### src/rtl/rgbhsi_pkg.sv
// Package with shared widths, types and constants of the RGB to HSI converter.
`timescale 1ns / 1ps
package rgbhsi_pkg;

  localparam int unsigned Steps = 22;
  localparam int unsigned VecW = 36;
  localparam int unsigned AngW = 24;
  localparam int unsigned DivW = 14;

  localparam logic [15:0] HueGray = 16'd11520;
  localparam logic [15:0] HueFull = 16'd46080;
  localparam logic [15:0] HueHalf = 16'd23040;
  localparam logic [12:0] OneQ12 = 13'd4096;
  localparam logic [AngW-1:0] AngMax = 24'd5898240;
  localparam logic [AngW-1:0] AngQuarter = 24'd2949120;
  localparam logic [17:0] Sqrt3Q16 = 18'd113512;

  // Side data carried along the chain with each pixel.
  typedef struct packed {
    logic        gray;
    logic        black;
    logic        mirror;
    logic [12:0] inten;
  } side_t;

  // Stage payload of the angle chain.
  typedef struct packed {
    logic signed [VecW-1:0] x;
    logic signed [VecW-1:0] y;
    logic signed [AngW-1:0] z;
  } vec_t;

  // Saturation divider state: remainder, divisor, quotient bits so far.
  typedef struct packed {
    logic [DivW+1:0] rem;
    logic [DivW-1:0] den;
    logic [DivW-1:0] quo;
  } div_t;

  function automatic logic [AngW-1:0] atan_step(input logic [4:0] i);
    logic [AngW-1:0] v;
    case (i)
      5'd0: v = 24'd1474560;   5'd1: v = 24'd870484;  5'd2: v = 24'd459940;
      5'd3: v = 24'd233473;    5'd4: v = 24'd117189;  5'd5: v = 24'd58652;
      5'd6: v = 24'd29333;     5'd7: v = 24'd14667;   5'd8: v = 24'd7334;
      5'd9: v = 24'd3667;      5'd10: v = 24'd1833;   5'd11: v = 24'd917;
      5'd12: v = 24'd458;      5'd13: v = 24'd229;    5'd14: v = 24'd115;
      5'd15: v = 24'd57;       5'd16: v = 24'd29;     5'd17: v = 24'd14;
      5'd18: v = 24'd7;        5'd19: v = 24'd4;      5'd20: v = 24'd2;
      5'd21: v = 24'd1;
      default: v = '0;
    endcase
    return v;
  endfunction

endpackage

### src/rtl/rgbhsi_cell.sv
// One pipeline cell: a rotation step of the angle chain and, in the first DivW cells, a bit of the saturation divide.
`timescale 1ns / 1ps
module rgbhsi_cell #(
  parameter int unsigned Idx = 0
) (
  input  logic                clk_i,
  input  logic                en_i,
  input  logic                nbit_i,
  input  rgbhsi_pkg::vec_t    vec_i,
  input  rgbhsi_pkg::div_t    div_i,
  input  rgbhsi_pkg::side_t   side_i,
  output rgbhsi_pkg::vec_t    vec_o,
  output rgbhsi_pkg::div_t    div_o,
  output rgbhsi_pkg::side_t   side_o
);

  rgbhsi_pkg::vec_t  vec_d, vec_q;
  rgbhsi_pkg::div_t  div_d, div_q;
  rgbhsi_pkg::side_t side_q;
  logic signed [rgbhsi_pkg::VecW-1:0] dx, dy;
  logic signed [rgbhsi_pkg::AngW-1:0] t;
  logic [rgbhsi_pkg::DivW+1:0] trial;

  always_comb begin
    dx = vec_i.y >>> Idx;
    dy = vec_i.x >>> Idx;
    t = rgbhsi_pkg::atan_step(5'(Idx));
    if (vec_i.y > 0) begin
      vec_d.x = vec_i.x + dx;
      vec_d.y = vec_i.y - dy;
      vec_d.z = vec_i.z + t;
    end else begin
      vec_d.x = vec_i.x - dx;
      vec_d.y = vec_i.y + dy;
      vec_d.z = vec_i.z - t;
    end
    // Restoring division, one quotient bit per cell for the first DivW cells.
    // The next numerator bit is shifted into the remainder before the trial.
    div_d = div_i;
    if (Idx < rgbhsi_pkg::DivW) begin
      trial = {div_i.rem[rgbhsi_pkg::DivW:0], nbit_i};
      div_d.quo = {div_i.quo[rgbhsi_pkg::DivW-2:0], 1'b0};
      if (trial >= {2'b00, div_i.den}) begin
        div_d.rem = trial - {2'b00, div_i.den};
        div_d.quo[0] = 1'b1;
      end else begin
        div_d.rem = trial;
      end
    end else begin
      trial = div_i.rem;
    end
  end

  always_ff @(posedge clk_i) begin
    if (en_i) begin
      vec_q <= vec_d;
      div_q <= div_d;
      side_q <= side_i;
    end
  end

  assign vec_o = vec_q;
  assign div_o = div_q;
  assign side_o = side_q;

endmodule

### config.mk
export PLATFORM = sky130hd
export DESIGN_NAME = rgbhsi_cell
export DESIGN_NICKNAME = d
export VERILOG_FILES = /design/src/rtl/rgbhsi_pkg.sv /design/src/rtl/rgbhsi_cell.sv
export SDC_FILE = /design/constraint.sdc
export NUM_CORES = 1
export LEC_CHECK = 0
export BUFFER_PORTS_ARGS = -buffer_cell sky130_fd_sc_hd__clkbuf_2
export CORE_ASPECT_RATIO = 1.2
export CORE_MARGIN = 8
export CORE_UTILIZATION = 30
export DETAILED_ROUTE_END_ITERATION = 8
export SYNTH_ARGS = -nofsm -noshare
export SYNTH_HDL_FRONTEND = slang
export SYNTH_SLANG_ARGS = --single-unit
### constraint.sdc
create_clock -name clk_i -period 6.8 [get_ports clk_i]
set_input_delay 1.7 -clock clk_i [delete_from_list [all_inputs] [get_ports clk_i]]
set_output_delay 1.7 -clock clk_i [all_outputs]
set_load 0.1 [all_outputs]
# == After elaboration in Yosys (flattened, before gate mapping) ==
# Cells that the tools add are included.
# totals
reg_bits,156
mem_bits_ro,0
latchBits,0
memories,0
ramBits,0
output_inout_bits,156
# classes
n_mux,3
bitwise,0
n_eq_ne,0
shifts,0
n_reduce_logical,0
magnitude_cmp,2
add_sub_neg,6
mul,0
div_mod_pow,0
# op_table
cell,count
$mux 96,1
$sub 36x36->36,2
$add 36x36->36,1
$gt 36x1->1 const B,1
$add 24x22->24 const B,1
$sub 24x22->24 const B,1
$ge 16x14->1,1
$mux 16,1
$sub 16x14->16,1
$mux 1,1

# == Logic depth before layout (Yosys ltp) ==
# Gate-level depths: netlist (run 1).
# depth
depth_word,2
mapped_depth,15
depth_no_buf,13

# == Worst setup path before layout (run 1) ==
# Ideal clock, no wire load.
# synth_timing
kind,input to register
startpoint,input vec_i[31] in the netlist's numbering
endpoint,"register vec_q, in the netlist vec_o[23] (data pin)"
path_buffers,2
setup_ns,0.259
cell_stages,15
arrival_time_ns,4.530
required_time_ns,6.541
slack_ns,2.011
cell_sequence,nor4_1 > nand4_1 > o31ai_1 > inv_1 > clkbuf_1 > buf_1 > ha_1 > nor2b_1 > o21ai_0 > a21boi_0 > o21ai_0 > nand2b_1 > a21o_1 > a21oi_1 > xnor2_1
# synth_rtl
element,line_no,text
from (decl),rgbhsi_cell.sv:9,"input rgbhsi_pkg::vec_t vec_i,"
to (signal assigned),rgbhsi_cell.sv:56,vec_q <= vec_d;
to (decl),rgbhsi_cell.sv:17,"rgbhsi_pkg::vec_t vec_d, vec_q;"

==> impl_results.md, run 1 <==
* DRC at 0
* Die height at 242 um
* Count of input and output buffers at 312
* Final Total Pwr at 4.19 mW
* Register area share after synthesis at 36.4%
* Crit share post-route at 72.9%
* RSZ-0062 raised after global routing: false
* Average wire per standard cell at 21.6 um
* GRT Util Overall at 18.9%
* Vias/cell at 5.32
* Vias in the first global route at 11.7k
* Crit Path Class: primary input to register
* Outcome: finished, final reports clean
* Startpoint types: primary input
* P_leak at 6.78 nW
* Hold Slack at 1.41 ns
* Reg power frac at 29.9%
* Switching share of power at 49.4%
* Hold Crit Depth at 1
* Layout cells sized above 1 at 24.3%
* Finish-stage setup viols at 0
* Largest net degree at the start of global routing at 68
* Num CTS Buffers at 17
* Top_reg_cell synth: edfxtp_1
* Post-synthesis cell count at 1390
* Critical path endpoint category: register
* EDFF count, synth at 155
* Synth Register Bits at 155
* Final Net Count at 1960
* Antenna Nets Post-Route at 0
* Setup WS pre-CTS at 1.37 ns
* Layout area overhead at 20.9%
* Worst-case clock buffer depth at 2
* Fin crit period at 4.96 ns
* Largest stage delay on the critical path at 0.61 ns
* Hold-fix buffers, CTS at 0
* Pwr per Cell Area at 271 nW/um2
* H-tree Lvls at 4
* Most used cell, CP: a21oi_1
* Worst path cell trace: clkbuf_2 > nor4_1 > nand3_1 > o31ai_4 > buf_4 > ha_1 > a21o_1 > a21oi_1 > o21ai_0 > a21oi_1 > o21bai_1 > a21oi_1 > xnor2_1
* # rows at 83
* Post-synthesis area per instance at 9.21 um2
* GPL Wtd Cong at 0.940
* Clock Sink Count at 155
* Max cap viols at 0
* Core ar. at 42500 um2
* CP required at 7.01 ns
* Die width at 205 um
* Int Pwr at 2.12 mW
* Setup bufs post-CTS at 0
* Post_cts resized at 0
* TritonCTS clock tree: built
* CTS clk-pin slew, worst paths at 0.07 ns
* Final Hold Viols at 0
* I/O pins at 315
* Critical Path Slowest Stage Cell: nor4_1
* Via count at 11.9k
* Slew headroom at 42.0%
* Fillers at 4357
* Total length of routed wires at 48300 um
* Post-DP HPWL at 39400 um
* F_max at 202 MHz
* Syn Nets at 1681
* Setup slack after layout at 1.84 ns
* Initial DRC count at 851
* Worst vdd ir at 182 uV
* Clk network pwr share at 23.5%
* Slew @ Worst Pin at 0.870 ns
* First-pass GRT wire length at 71600 um
* Synthesized area at 12800 um2
* Die ar. at 49500 um2
* Final TNS setup at 0 ns
* Worst EP arrival at 5.17 ns
* Biggest fanout along the worst timing path at 50
* Yosys cell types at 86
* YS warnings at 0
* Number of diodes at 0
* Comb power frac at 46.6%
* Overflow left after global routing at 0
* DRT Pass-1 Iters at 5
* Pins Over Slew Limit at 0
* Hold Path Class: primary input to register
* Sw power at 2.07 mW
* Asr flop ratio synth at 0%
* Clk root buf: clkbuf_16
* Initial Utilization at 30.1%
* Initial antenna violation count at 0
-- stage by stage --
| step | cell area (um2) | cells | utilization (%) |
|---|---|---|---|
| final | 15500 | 2234 | 36.4 |
| after CTS | 15500 | 2234 | 36.4 |
| after global routing | 15500 | 2234 | 36.4 |
| after floorplan | 12800 | 1390 | - |
| after detailed placement | 14900 | 2202 | 35.0 |
| after global placement | 14900 | 2202 | 35.0 |
-- state kept, by name, summed over array words and instances (netlist names) --
name and flops:
div_o 44, vec_o 95, side_o 16
-- cell type report --
class / instances / area, um2 / area share, %
multi-input combinational: 1038 / 7390 / 47.8
sequential: 155 / 4650 / 30.1
timing repair buffer: 320 / 1630 / 10.5
tap: 552 / 691 / 4.46
inverter: 137 / 514 / 3.32
clock buffer: 17 / 425 / 2.75
clock inverter: 15 / 166 / 1.08
-- power groups by stage --
stage	clock [mW]	sequential [mW]	combinational (mW)
after floorplan	0	2.19	0.601
after detailed placement	0	1.28	1.95
after global placement	0	1.27	1.95
after CTS	1.01	1.26	1.96
final	0.984	1.25	1.96
after global routing	1.04	1.27	2.05
-- worst paths after layout --
kind	startpoint	endpoint	slack [ns]
min	vec_i[5]	vec_o[5]	1.41
max	vec_i[46]	vec_o[22]	1.84
-- routing by layer --
metal	routed length, um	vias up	global-route usage (%)
met5	0	-	0
met2	24000	527	33.5
met1	19300	5642	21.9
met4	1350	0	7.04
met3	3660	72	3.89
li1	-	5643	-
-- cell usage after synthesis, types with 22 or more instances --
library cell / count / area, um2
edfxtp_1: 155 / 4650
a21oi_1: 119 / 596
o21ai_0: 70 / 350
nor3_1: 28 / 140
a21o_1: 26 / 195
ha_1: 127 / 1590
nand4_1: 22 / 138
nand3_1: 32 / 160
nand2_1: 70 / 263
nand2b_1: 22 / 138
clkbuf_1: 30 / 113
o211ai_1: 22 / 165
xnor2_1: 67 / 587
nor2_1: 123 / 462
inv_1: 134 / 503
-- worst max-delay path: cells and delay by family --
kind / cells / cell delay, ns
adder cells (fa/ha/maj): 1 / 0.35
AND/OR/NAND/NOR: 2 / 1.00
buffers and inverters: 2 / 0.69
XOR/XNOR: 1 / 0.08
AO/OA/AOI/OAI: 7 / 1.26
-- cell families (layout without fill, tap and decap cells) --
kind of cell	after synthesis	after routing	share of synthesized area, %
XOR/XNOR	79	79	5.41
adder cells (fa/ha/maj)	132	132	13.2
buffers and inverters	197	489	5.97
AND/OR/NAND/NOR	395	395	15.4
multiplexers	25	25	2.07
AO/OA/AOI/OAI	407	407	21.6
flip-flops	155	155	36.4
-- placed cells by master, fill, tap and decap left out, drive strengths merged, types with 7 or more instances in the layout --
master	n
clkbuf	328
edfxtp	155
inv	145
ha	127
nor2	123
a21oi	120
o21ai	77
nand2	70
xnor2	67
nand3	32
nor3	28
a21o	27
o211ai	23
nand4	22
nand2b	22
nor4	18
o31ai	17
a31oi	17
a211oi	16
nor2b	15
o21bai	15
or2	14
mux2i	13
xor2	12
mux2	12
or3	11
o21a	10
a21boi	10
buf	9
and2	9
or4	8
o41ai	8
and3	7
a211o	7
o22ai	7
No activity file was read; power rests on OpenSTA's default activity.
==> run 2, diff against run 1 <==
clock period = 5.1 ns   (was 6.8 ns; I/O delays follow)
==> impl_results.md, run 2 (synthesis results as in run 1) <==
* Core ar. at 42500 um2
* Max cap viols at 0
* Final instance area at 15600 um2
* Most common cell after layout, fill and taps aside: clkbuf_2
* GPL Wtd Cong at 0.920
* Total length of routed wires at 48400 um
* Initial antenna violation count at 6
* Setup slack after layout at 0.888 ns
* Slew @ Worst Pin at 0.903 ns
* Worst vdd ir at 277 uV
* TritonCTS clock tree: built
* First-pass GRT wire length at 71500 um
* Die height at 242 um
* Initial DRC count at 1003
* Final Hold Viols at 0
* Via count at 12.1k
* Vias in the first global route at 11.9k
* Post_cts resized at 0
* Vias/cell at 5.37
* Overflow left after global routing at 0
* Placed cell areas at 15000 um2
* CTS clk-pin slew, worst paths at 0.07 ns
* Fillers at 4338
* Num CTS Buffers at 17
* Final Net Count at 1972
* Most frequent cells in the layout: clkbuf_2, edfxtp_1, inv_1, ha_1, nor2_1
* Initial Utilization at 30.1%
* Setup WS pre-CTS at 0.422 ns
* Worst-case clock buffer depth at 2
* Final TNS setup at 0 ns
* Pwr per Cell Area at 360 nW/um2
* Worst EP arrival at 4.43 ns
* Outcome: finished, final reports clean
* Critical path endpoint category: register
* Layout area overhead at 21.7%
* H-tree Lvls at 4
* Post-DP HPWL at 39100 um
* P_leak at 6.85 nW
* I/O pins at 315
* Multi-input logic area at 7390 um2
* DRC at 0
* Pins Over Slew Limit at 0
* Slew headroom at 39.8%
* Startpoint types: primary input
* CP required at 5.32 ns
* Fin crit period at 4.21 ns
* Max FFs per register at 95
* Crit share post-route at 82.6%
* Hold Path Class: primary input to register
* Clk root buf: clkbuf_16
* Average wire per standard cell at 21.5 um
* Largest net degree at the start of global routing at 90
* RSZ-0062 raised after global routing: false
* F_max at 237 MHz
* Finish-stage setup viols at 0
* # rows at 83
* GRT Util Overall at 18.9%
* Count of input and output buffers at 312
* Crit Path Class: primary input to register
* Hold-fix buffers, CTS at 0
* Layout cells sized above 1 at 24.8%
* Antenna Nets Post-Route at 0
* Die ar. at 49500 um2
* Die width at 205 um
* DRT Pass-1 Iters at 6
* Biggest fanout along the worst timing path at 4
* Clock Sink Count at 155
* FF+latch area at 4650 um2
* Setup bufs post-CTS at 0
run 2: through the flow:
step / std cells / hold WS [ns] / power, mW / utilization, %
6_report: 2248 / 0.977 / 5.61 / 36.7
5_1_grt: 2248 / 0.943 / 5.84 / 36.7
4_1_cts: 2246 / 0.943 / 5.67 / 36.7
3_5_place_dp: 2214 / 1.45 / 4.32 / 35.3
3_3_place_gp: 2214 / 1.45 / 4.31 / 35.3
2_1_floorplan: 1390 / 1.37 / 3.72 / -
run 2: where the power goes:
part / internal [mW] / switching, mW
logic: 0.561 / 2.06
clock network: 0.690 / 0.624
registers: 1.62 / 0.0481
run 2: metal layers:
layer / share of wire (%) / routed length (um) / global-route usage, % / up-vias
li1: - / - / - / 5670
met1: 39 / 19000 / 21.4 / 5736
met2: 49 / 23800 / 32.7 / 547
met3: 8.1 / 3920 / 5.07 / 107
met4: 3.6 / 1720 / 8.06 / 8
met5: 0.10 / 49 / 0 / -
run 2: area by class of cell:
cell class,count,share of cell area (%)
Inverter,137,3.30
Multi-Input combinational cell,1038,47.4
Tap cell,552,4.43
Sequential cell,155,29.9
Antenna cell,2,0.0321
Timing Repair Buffer,332,11.2
Clock buffer,17,2.73
Clock inverter,15,0.996
run 2: path summary, 6_finish.rpt:
path	start	depth (start not counted)	endpoint
hold / removal	div_i[9]	1	div_o[10]
setup / recovery	vec_i[31]	14	vec_o[23]
run 2: critical path: stages:
cell and delay (ns):
clkbuf_2 0.12, nor4_1 0.63, nand4_1 0.33, o31ai_4 0.41, inv_2 0.11, ha_1 0.33, nor2b_1 0.15, o21ai_0 0.20
a21boi_0 0.14, o21ai_0 0.19, nand2b_1 0.11, a21o_1 0.18, a21oi_1 0.16, xnor2_1 0.09
==> run 3, diff against run 2 <==
ABC_AREA = 1   (was not set)
clock period = 4.1 ns   (was 5.1 ns; I/O delays follow)
==> impl_results.md, run 3 <==
* Outcome: finished, final reports clean
* Vias in the first global route at 14.0k
* Post-synth top area share at 33.7%
* Hold Slack at 0.733 ns
* Setup bufs post-CTS at 0
* # rows at 86
* Register area share after synthesis at 33.7%
* H-tree Lvls at 4
* Fin crit period at 3.21 ns
* Most common cell in the netlist: nand2_1
* Final Net Count at 2516
* Vias/cell at 4.83
* Post-synthesis cell count at 1927
* F_max at 311 MHz
* Hold-fix buffers, CTS at 0
* Average wire per standard cell at 18.3 um
* GRT Util Overall at 19.2%
* Hold Crit Endpoint: vec_o[7]
* Num CTS Buffers at 17
* Worst vdd ir at 298 uV
* YS warnings at 0
* Die height at 251 um
* Total length of routed wires at 52300 um
* Layout cells sized above 1 at 17.5%
* Most common cell after layout, fill and taps aside: nand2_1
* Startpoint types: primary input
* GPL Wtd Cong at 0.943
* Worst-case clock buffer depth at 2
* Crit share post-route at 78.3%
* Via count at 13.8k
* First-pass GRT wire length at 78100 um
* Count of input and output buffers at 312
* Post-synthesis area per instance at 7.17 um2
* Most frequent cells in the layout: nand2_1, clkbuf_2, inv_1, nor2_1, edfxtp_1
* Core ar. at 45700 um2
* Synth Register Bits at 155
* CP required at 4.32 ns
* Max cap viols at 0
* Synth area leaders: edfxtp_1, nand2_1, ha_1, inv_1, nand3_1
* Initial DRC count at 823
* Crit Path Class: primary input to register
* Biggest fanout along the worst timing path at 5
* Initial Utilization at 30.2%
* Overflow left after global routing at 0
* Antenna Nets Post-Route at 0
* DRC at 0
* Hold Path Class: primary input to register
* Post-DP HPWL at 44500 um
* Slew headroom at 59.9%
* Die width at 212 um
* Final TNS setup at 0 ns
* Asr flop ratio synth at 0%
* Initial antenna violation count at 1
* CP startpoint: vec_i[25]
* Fillers at 4870
* Slew @ Worst Pin at 0.604 ns
* CTS clk-pin slew, worst paths at 0.07 ns
* Hold_sp: vec_i[7]
* P_leak at 8.36 nW
* I/O pins at 315
* Final Hold Viols at 0
* DRT Pass-1 Iters at 5
* Critical path endpoint category: register
* Synthesized area at 13800 um2
* Clk root buf: clkbuf_16
* Yosys cell types at 43
* Layout area overhead at 19.9%
* Top_reg_cell synth: edfxtp_1
* Pwr per Cell Area at 412 nW/um2
* Syn Nets at 2218
* Hold Crit Depth at 1
* Worst EP arrival at 3.44 ns
* Max FFs per register at 95
* Pins Over Slew Limit at 0
* EDFF count, synth at 155
* Finish-stage setup viols at 0
* TritonCTS clock tree: built
* RSZ-0062 raised after global routing: false
* Clock Sink Count at 155
* Post_cts resized at 0
* Largest net degree at the start of global routing at 81
* Die ar. at 53200 um2
* Area leader, netlist: edfxtp_1
* Ranking of synthesized cells by instance count: nand2_1, inv_1, nor2_1
==> run 3: cell count changes after synthesis, sizes merged, moves of 20 or more <==
cell / before / now
nand2: 70 / 546
inv: 136 / 306
nand3: 32 / 158
xnor2: 67 / 6
o21ai: 77 / 131
nor2: 123 / 173
xor2: 12 / 50
a21oi: 120 / 144
clkbuf: 30 / 6
nand2b: 22 / 0
a21o: 27 / 7
o211ai: 23 / 3
==> run 3: per-stage QoR <==
stage / utilization (%) / area, um2 / total power, mW / setup WS, ns / std cells
6_report: 36.2 / 16500 / 6.81 / 0.888 / 2856
5_1_grt: 36.2 / 16500 / 7.15 / 0.738 / 2855
4_1_cts: 36.2 / 16500 / 6.88 / 0.893 / 2854
3_5_place_dp: 34.9 / 15900 / 5.23 / 0.397 / 2822
3_3_place_gp: 34.9 / 15900 / 5.22 / 0.389 / 2822
2_1_floorplan: - / 13800 / 4.49 / 0.711 / 1927
==> run 3: power breakdown <==
| part | switching [mW] | leakage, nW | internal [mW] |
|---|---|---|---|
| clock | 0.791 | 0.284 | 0.817 |
| combinational | 2.55 | 6.56 | 0.609 |
| sequential | 0.0543 | 1.52 | 1.99 |
==> run 3: layout make-up <==
cell class | instances | area, um2 | share of cell area [%]
diodes | 2 | 5.00 | 0.0302
well taps | 616 | 771 | 4.66
inverters | 306 | 1150 | 6.94
clock inverters | 15 | 174 | 1.05
clock buffers | 17 | 425 | 2.57
flip-flops and latches | 155 | 4650 | 28.1
repair buffers | 323 | 1680 | 10.1
multi-input cells | 1422 | 7700 | 46.5
==> run 3: worst max-delay path by stage <==
stage	endpoint	slack [ns]	depth (start not counted)
final	vec_o[23]	0.89	16
after global routing	vec_o[82]	0.74	14
after CTS	vec_o[23]	0.89	16
after detailed placement	vec_o[23]	0.40	16
after global placement	vec_o[23]	0.39	16
after floorplan	vec_o[21]	0.71	14
==> run 3: critical path, cell delays in order <==
cell and delay (ns):
clkbuf_2 0.12, inv_1 0.19, nand3_1 0.21, nor3_1 0.25
nand4_1 0.20, nand2_2 0.16, inv_2 0.09, ha_1 0.35
nand2_1 0.10, nor2_1 0.04, a211o_1 0.28, nand4_1 0.08
and2_1 0.18, inv_1 0.06, nand2_1 0.06, nand2_1 0.04
==> run 3: layer usage <==
metal | up-vias | global-route usage [%] | share of wire, % | wire, um
li1 | 6851 | - | - | -
met1 | 6349 | 22.1 | 41 | 21600
met2 | 494 | 34.3 | 49 | 25700
met3 | 93 | 3.28 | 6.0 | 3130
met4 | 0 | 8.07 | 3.6 | 1900
met5 | - | 0 | 0 | 0
==> run 3: logic make-up (layout without fill, tap and decap cells) <==
kind of cell	count (synthesis)	count (layout)	share of synthesized area (%)
and+or+nand+nor	918	918	27.7
buffers and inverters	350	661	10.6
AOI/OAI and AO/OA	316	316	12.2
DFF	155	155	33.7
adders and majority gates	132	132	12.2
xor gates and xnor gates	56	56	3.55
other	0	2	0
